==> src/design/ycrgb_pkg.sv <==
// Package: coefficients, widths and types of the 4:2:2 YCbCr to RGB converter.
`timescale 1ns / 1ps

package ycrgb_pkg;

    localparam int PIX_W      = 8;
    localparam int FRAC_BITS  = 14;
    localparam int DIFF_W     = PIX_W + 1;          // chroma minus mid point
    localparam int COEF_W     = 16;                 // Q1.14 plus sign bit
    localparam int PROD_W     = COEF_W + DIFF_W;
    localparam int ACC_W      = 25;

    localparam logic signed [COEF_W-1:0] COEF_R_CR = 16'sd23061;
    localparam logic signed [COEF_W-1:0] COEF_G_CB = 16'sd5661;
    localparam logic signed [COEF_W-1:0] COEF_G_CR = 16'sd11746;
    localparam logic signed [COEF_W-1:0] COEF_B_CB = 16'sd29147;
    localparam logic [PIX_W-1:0]         CHROMA_MID = 8'd128;
    localparam logic [PIX_W-1:0]         PIX_MAX    = 8'd255;

    typedef struct packed {
        logic signed [PROD_W-1:0] r_cr;
        logic signed [PROD_W-1:0] g_cb;
        logic signed [PROD_W-1:0] g_cr;
        logic signed [PROD_W-1:0] b_cb;
    } chroma_terms_t;

    typedef struct packed {
        logic [PIX_W-1:0] red;
        logic [PIX_W-1:0] green;
        logic [PIX_W-1:0] blue;
    } rgb_pixel_t;

    // Floor of a Q.14 sum, clamped to the pixel range.
    function automatic logic [PIX_W-1:0] clamp_q14(input logic signed [ACC_W-1:0] acc);
        logic [ACC_W-FRAC_BITS-1:0] whole;
        whole = acc[ACC_W-1:FRAC_BITS];
        if (acc[ACC_W-1]) begin
            return '0;
        end else if (|whole[ACC_W-FRAC_BITS-2:PIX_W]) begin
            return PIX_MAX;
        end else begin
            return whole[PIX_W-1:0];
        end
    endfunction

endpackage

==> src/design/ycrgb_chroma.sv <==
// Shared chroma products, one registered multiplier per coefficient.
`timescale 1ns / 1ps

module ycrgb_chroma
    import ycrgb_pkg::*;
(
    input  logic                      aclk,
    input  logic                      load,
    input  logic signed [DIFF_W-1:0]  diff_cb,
    input  logic signed [DIFF_W-1:0]  diff_cr,
    output chroma_terms_t             terms
);

    chroma_terms_t terms_reg;
    chroma_terms_t terms_next;

    always_comb begin
        terms_next.r_cr = COEF_R_CR * diff_cr;
        terms_next.g_cb = COEF_G_CB * diff_cb;
        terms_next.g_cr = COEF_G_CR * diff_cr;
        terms_next.b_cb = COEF_B_CB * diff_cb;
    end

    always_ff @(posedge aclk) begin
        if (load) begin
            terms_reg <= terms_next;
        end
    end

    assign terms = terms_reg;

endmodule

==> src/design/ycrgb_lane.sv <==
// One pixel lane: luma plus chroma terms, floored and clamped per channel.
`timescale 1ns / 1ps

module ycrgb_lane
    import ycrgb_pkg::*;
(
    input  logic [PIX_W-1:0] luma,
    input  chroma_terms_t    terms,
    output rgb_pixel_t       pixel
);

    logic signed [ACC_W-1:0] base;
    logic signed [ACC_W-1:0] acc_r;
    logic signed [ACC_W-1:0] acc_g;
    logic signed [ACC_W-1:0] acc_b;

    assign base  = signed'({{(ACC_W-PIX_W-FRAC_BITS){1'b0}}, luma, {FRAC_BITS{1'b0}}});
    assign acc_r = base + ACC_W'(terms.r_cr);
    assign acc_g = base - ACC_W'(terms.g_cb) - ACC_W'(terms.g_cr);
    assign acc_b = base + ACC_W'(terms.b_cb);

    assign pixel.red   = clamp_q14(acc_r);
    assign pixel.green = clamp_q14(acc_g);
    assign pixel.blue  = clamp_q14(acc_b);

endmodule

==> src/design/ycbcr422_to_rgb_converter_top.sv <==
// A request passes the input, product and output registers before its result is valid.
// Throughput: one pixel pair per cycle while m_ready holds; each stage refills as it drains, so bubbles collapse.
// The four chroma multipliers are shared by both pixel lanes, one pair per clock unless the output stalls.
// Reset (aresetn low, synchronous) empties all stages; payload registers are not cleared.
`timescale 1ns / 1ps

module ycbcr422_to_rgb_converter_top
    import ycrgb_pkg::*;
(
    input  logic             aclk,
    input  logic             aresetn,
    input  logic             s_valid,
    output logic             s_ready,
    input  logic [PIX_W-1:0] s_luma_first,
    input  logic [PIX_W-1:0] s_luma_second,
    input  logic [PIX_W-1:0] s_chroma_blue,
    input  logic [PIX_W-1:0] s_chroma_red,
    output logic             m_valid,
    input  logic             m_ready,
    output logic [PIX_W-1:0] m_red_first,
    output logic [PIX_W-1:0] m_green_first,
    output logic [PIX_W-1:0] m_blue_first,
    output logic [PIX_W-1:0] m_red_second,
    output logic [PIX_W-1:0] m_green_second,
    output logic [PIX_W-1:0] m_blue_second
);

    logic in_valid_reg, in_valid_next;
    logic prod_valid_reg, prod_valid_next;
    logic out_valid_reg, out_valid_next;
    logic out_en, prod_en, in_en;

    logic [PIX_W-1:0]         in_y0_reg, in_y1_reg;
    logic signed [DIFF_W-1:0] in_db_reg, in_dr_reg;
    logic [PIX_W-1:0]         prod_y0_reg, prod_y1_reg;

    chroma_terms_t terms;
    rgb_pixel_t    lane_pix [2];
    rgb_pixel_t    out_first_reg, out_second_reg;

    // Each stage may load when empty or when its contents move on.
    assign out_en  = !out_valid_reg || m_ready;
    assign prod_en = !prod_valid_reg || out_en;
    assign in_en   = !in_valid_reg || prod_en;
    assign s_ready = in_en;

    always_comb begin
        in_valid_next   = in_en   ? s_valid        : in_valid_reg;
        prod_valid_next = prod_en ? in_valid_reg   : prod_valid_reg;
        out_valid_next  = out_en  ? prod_valid_reg : out_valid_reg;
    end

    always_ff @(posedge aclk) begin
        if (!aresetn) begin
            in_valid_reg   <= 1'b0;
            prod_valid_reg <= 1'b0;
            out_valid_reg  <= 1'b0;
        end else begin
            in_valid_reg   <= in_valid_next;
            prod_valid_reg <= prod_valid_next;
            out_valid_reg  <= out_valid_next;
        end
    end

    always_ff @(posedge aclk) begin
        if (in_en && s_valid) begin
            in_y0_reg <= s_luma_first;
            in_y1_reg <= s_luma_second;
            in_db_reg <= signed'({1'b0, s_chroma_blue}) - signed'({1'b0, CHROMA_MID});
            in_dr_reg <= signed'({1'b0, s_chroma_red}) - signed'({1'b0, CHROMA_MID});
        end
        if (prod_en && in_valid_reg) begin
            prod_y0_reg <= in_y0_reg;
            prod_y1_reg <= in_y1_reg;
        end
        if (out_en && prod_valid_reg) begin
            out_first_reg  <= lane_pix[0];
            out_second_reg <= lane_pix[1];
        end
    end

    ycrgb_chroma u_chroma (
        .aclk    (aclk),
        .load    (prod_en && in_valid_reg),
        .diff_cb (in_db_reg),
        .diff_cr (in_dr_reg),
        .terms   (terms)
    );

    ycrgb_lane u_lane_first (
        .luma  (prod_y0_reg),
        .terms (terms),
        .pixel (lane_pix[0])
    );

    ycrgb_lane u_lane_second (
        .luma  (prod_y1_reg),
        .terms (terms),
        .pixel (lane_pix[1])
    );

    assign m_valid        = out_valid_reg;
    assign m_red_first    = out_first_reg.red;
    assign m_green_first  = out_first_reg.green;
    assign m_blue_first   = out_first_reg.blue;
    assign m_red_second   = out_second_reg.red;
    assign m_green_second = out_second_reg.green;
    assign m_blue_second  = out_second_reg.blue;

endmodule

==> config.mk <==
export PLATFORM = sky130hd
export DESIGN_NAME = ycbcr422_to_rgb_converter_top
export DESIGN_NICKNAME = d
export VERILOG_FILES = /design/src/design/ycrgb_pkg.sv /design/src/design/ycrgb_chroma.sv /design/src/design/ycrgb_lane.sv /design/src/design/ycbcr422_to_rgb_converter_top.sv
export SDC_FILE = /design/constraint.sdc
export NUM_CORES = 1
export LEC_CHECK = 0
export ABC_AREA = 1
export BUFFER_PORTS_ARGS = -buffer_cell sky130_fd_sc_hd__buf_2
export CORE_MARGIN = 2
export CORE_UTILIZATION = 35
export CTS_CLUSTER_DIAMETER = 50
export DETAILED_ROUTE_END_ITERATION = 12
export GPL_TIMING_DRIVEN = 1
export HOLD_SLACK_MARGIN = 0.15
export PLACE_DENSITY = 0.5
export SETUP_SLACK_MARGIN = 0.02
export SYNTH_ARGS = -nofsm -noshare
export SYNTH_HDL_FRONTEND = slang
export SYNTH_SLANG_ARGS = --single-unit
==> constraint.sdc <==
create_clock -name aclk -period 4.8 [get_ports aclk]
set_input_delay 0.72 -clock aclk [delete_from_list [all_inputs] [get_ports aclk]]
set_output_delay 0.72 -clock aclk [all_outputs]
set_load 0.005 [all_outputs]
# Word level (Yosys, flattened, before mapping)
# Index checks and enable logic that the tools add are counted.
# classes
n_reduce_logical	15
addsub	10
mul	4
mux	6
# ops
operator	n
adder 23 x 25 -> 25 bit	4
multiplier 16 x 9 -> 25 bit (first input constant)	2
subtractor 23 x 25 -> 25 bit	2
subtractor 25 bit	2
2-to-1 mux 8 bit	6
multiplier 14 x 9 -> 23 bit (first input constant)	2
subtractor 8 x 8 -> 9 bit (second input constant)	2
OR reduction 2 bit	6
logical AND 1 bit	3
logical NOT 1 bit	3
logical OR 1 bit	3
# totals
register_bits	200
output_inout_bits	50
wordCells	54

# Depth between registers and ports, before layout
# logic_depth
depth_word	5
depth_mapped	20

# Cells and area by module
# Synthesis repeated with hierarchy kept, for this count alone.
# unflattened
cells_unflattened	2636
hier_area_um2	21680.8
# modules_own_cells
mod	area_each_um2	cells_each	instances
ycrgb_chroma	12145.4	1343	1
ycrgb_lane	3253.1	588	2
ycbcr422_to_rgb_converter_top	3029.2	117	1

# Least setup slack after synthesis
# Ideal clock, no wire load.
# synth_timing
path_kind	register to register
startpoint	reg in_db_reg[0]
endpoint	reg u_chroma.terms_reg (netlist bit u_chroma.terms[23]), data pin
path_slack_ps	260
t_required_ps	4535
path_stages_with_launch	16
period_less_slack_ps	4540
arrival_ps	4274
cell_sequence	edfxtp_1 > fa_1 > inv_1 > fa_1 > inv_1 > fa_1 > fa_1 > fa_1 > ha_1 > a21oi_1 > o21ai_0 > nand2_1 > nand2_1 > a21oi_1 > o21ai_0 > xor2_1
# synth_lines
element	line	source
start, declared	ycbcr422_to_rgb_converter_top.sv:34	logic signed [DIFF_W-1:0] in_db_reg, in_dr_reg;
start signal, assigned	ycbcr422_to_rgb_converter_top.sv:69	in_db_reg <= signed'({1'b0, s_chroma_blue}) - signed'({1'b0, CHROMA_MID});
end signal, assigned	ycrgb_chroma.sv:26	terms_reg <= terms_next;
end, declared	ycrgb_chroma.sv:14	chroma_terms_t terms_reg;

==> results.json <==
{
  "status": "complete, no violations",
  "grt_start_max_net_pins": 49,
  "cts-root-buf": "clkbuf_16",
  "r2r-end": "u_chroma.terms[23]",
  "synth.area.top_cells": "edfxtp_1, ha_1, fa_1",
  "clkLatencyLatePin_ns": 0.48,
  "crit_fanout": 4,
  "syn_inst": 2125,
  "core_um2": 51610,
  "post-route-util_pct": 39.68,
  "die_h_um": 233.0,
  "p_per_area_nw_per_um2": 548.0,
  "tns_ns": 0,
  "initial_utilization_pct": 35.57,
  "regToRegStartpoint": "in_db_reg[0]",
  "synthAdderAreaFrac_pct": 34.88,
  "finalSetupViolations": 0,
  "cp-endpoint": "u_chroma.terms[23]",
  "post-dp-hpwl_um": 42200,
  "synth_top_family_by_area": "adder cells",
  "setup_slack_ns": 0.2330,
  "synth_compound_area_share_pct": 6.447,
  "syn_avg_cell_area_um2": 8.639,
  "grtUsageTotal_pct": 18.53,
  "leakagePower_nw": 10.58,
  "first_pass_iters": 5,
  "area_growth_pct": 11.55,
  "num_vias": 13840,
  "nNetsFinal": 2731,
  "cts_tree": "built",
  "hp-class": "reg2reg",
  "worstSetupEndpointType": "flop",
  "grt_overflow": 0,
  "routed_wl_um": 48480,
  "clk_path_buf_depth": 2,
  "clock.fmax_mhz": 219.0,
  "num_rows": 83,
  "die_w_um": 233.0,
  "ys_ff_latch": 167,
  "ys.flop_type": "edfxtp_1",
  "cts.reportedPaths.clkPinSlew_ns": 0.07,
  "final_max_slew_viol_count": 0,
  "die_area_um2": 54300,
  "synth_most_common_cell": "nand2_1",
  "drtAntennaViolNets": 0,
  "diodes": 0,
  "via_per_inst": 4.695,
  "placed_cells": 2908,
  "synth_warnings": 0,
  "fin_crit_sh_pct": 95.15,
  "port_buffers": 85,
  "timing.final.crit_period_ns": 4.567,
  "drtIter0Drc": 866,
  "rsz0062_at_grt": "true",
  "critPathLaunch": "in_db_reg[0]",
  "hold_violations": 0,
  "stdcell_count": 2947,
  "timing.hold.ws_ns": 0.4112,
  "synth.distinct_cells": 43,
  "yosys-top-cells-count": "nand2_1, inv_1, ha_1",
  "wl_per_cell_um": 16.45,
  "grt_pass1_vias": 13710,
  "required_ns": 5.02,
  "syn_nets": 2602,
  "numCtsBuffers": 17,
  "ir_drop_v": 0.0003418,
  "arrival_ns": 4.79,
  "dp_slack_ns": 0.007454,
  "worst_slew_pin_slew_ns": 0.7830,
  "syn_area_um2": 18360,
  "synth_xor_area_share_pct": 4.280,
  "ioPinCount": 86,
  "yosysTopAreaCell": "edfxtp_1",
  "largest_register_ffs": 68,
  "maxCapViolations": 0,
  "finClkSkew_ns": 0.01481,
  "ys_seq_area_share_pct": 27.15,
  "worst-r2r-cell-count": 15,
  "rrSetupSlack_ns": 0.23,
  "grt_pass1_wl_um": 75850,
  "async_reset_ff_share_pct": 0,
  "synth_edf_count": 164,
  "synth-simple-area-share_pct": 18.53,
  "slew_headroom_pct": 47.80,
  "antenna_found_initial": 1,
  "crit_type": "reg2reg",
  "clock-sinks": 167,
  "cts_max_level": 4,
  "hold_start": "in_y1_reg[4]",
  "drc": 0,
  "startpoint_type": "flop",
  "yosys.area.top_type_share_pct": 26.82,
  "drive_gt1_share_pct": 8.955,
  "synthMuxAreaShare_pct": 0,
  "routabilityCongestion": 0.9175
}
[area by class of cell]
type | count | area, µm²
fillers | 5230 | 31130
multi-input cells | 1532 | 11840
flip-flops and latches | 167 | 4985
inverters | 425 | 1597
well taps | 680 | 850.8
repair buffers | 111 | 620.6
clock buffers | 18 | 429.2
clock inverters | 14 | 155.1
[power by group]
group	leakage [nW]	internal (mW)	switching [mW]
clock	0.284	0.736	0.651
sequential	1.57	2.05	0.145
combinational	8.73	2.76	4.88
total	10.6	5.55	5.68
[stage by stage]
| stage | cell area (µm²) | power, mW |
|---|---|---|
| finish | 20480 | 11.22 |
| global route | 20480 | 12.43 |
| detailed placement | 19790 | 9.778 |
| global placement | 19790 | 9.782 |
| floorplan | 18360 | 7.660 |
| CTS | 20370 | 11.26 |
[kinds of logic after synthesis]
kind of cell,count (synthesis)
xor gates and xnor gates,85
adders and majority gates,441
DFF,167
AOI/OAI and AO/OA,208
and+or+nand+nor,798
buffers and inverters,426
[repair_timing]
action,CTS,global route
hold buffers,0,0
endpoints found under the hold margin,0,0
setup buffers,0,7
setup endpoints to repair,1,10
gates resized for setup,1,10
[how the worst min path moves through the flow]
| stage | end | cells past startpoint |
|---|---|---|
| detailed placement | prod_y1_reg[7] | 0 |
| finish | prod_y1_reg[4] | 0 |
| CTS | in_db_reg[6] | 1 |
| global placement | prod_y1_reg[7] | 0 |
| global route | in_y0_reg[3] | 1 |
| floorplan | prod_y0_reg[0] | 0 |
[layer usage]
layer  track usage, %  part of all wire (%)
met3            2.708                   3.3
met2            30.01                    46
met5                0                     0
met4            5.175                   1.8
met1            25.68                    49
[worst max-delay path, stage by stage, from the launching register on]
cell and delay [ns]:
edfxtp_1 0.43, fa_1 0.59, inv_1 0.07, fa_1 0.53, inv_1 0.05, fa_1 0.48, fa_1 0.58, fa_1 0.47
ha_4 0.28, a21oi_2 0.13, o21ai_0 0.09, nand2_1 0.07, nand2_1 0.07, a21oi_4 0.16, o21ai_0 0.13, xor2_1 0.17
[cell usage in the layout, fill, tap and decap left out, types with 3 or more instances in the layout]
| cell type | count |
|---|---|
| nand2_1 | 454 |
| inv_1 | 422 |
| ha_1 | 322 |
| edfxtp_1 | 164 |
| nor2_1 | 155 |
| fa_1 | 118 |
| a21oi_1 | 107 |
| nand3_1 | 95 |
| buf_2 | 85 |
| xor2_1 | 50 |
| o21ai_0 | 36 |
| xnor2_1 | 30 |
| nand4_1 | 26 |
| buf_4 | 26 |
| clkbuf_16 | 17 |
| a21o_1 | 15 |
| nand2_2 | 13 |
| nor3_1 | 12 |
| o21bai_1 | 12 |
| nand3_2 | 8 |
| o21ai_2 | 7 |
| nand3b_1 | 7 |
| nor4_1 | 6 |
| a31oi_1 | 6 |
| or2_2 | 5 |
| a21oi_2 | 5 |
| nor2_2 | 5 |
| o21a_1 | 4 |
| o31ai_1 | 4 |
| inv_6 | 4 |
| inv_8 | 4 |
| xor2_2 | 3 |
| o21ai_1 | 3 |
| a211oi_1 | 3 |
| nor2_4 | 3 |
| dfxtp_1 | 3 |
Note: power is estimated with default switching activity, not from simulation.
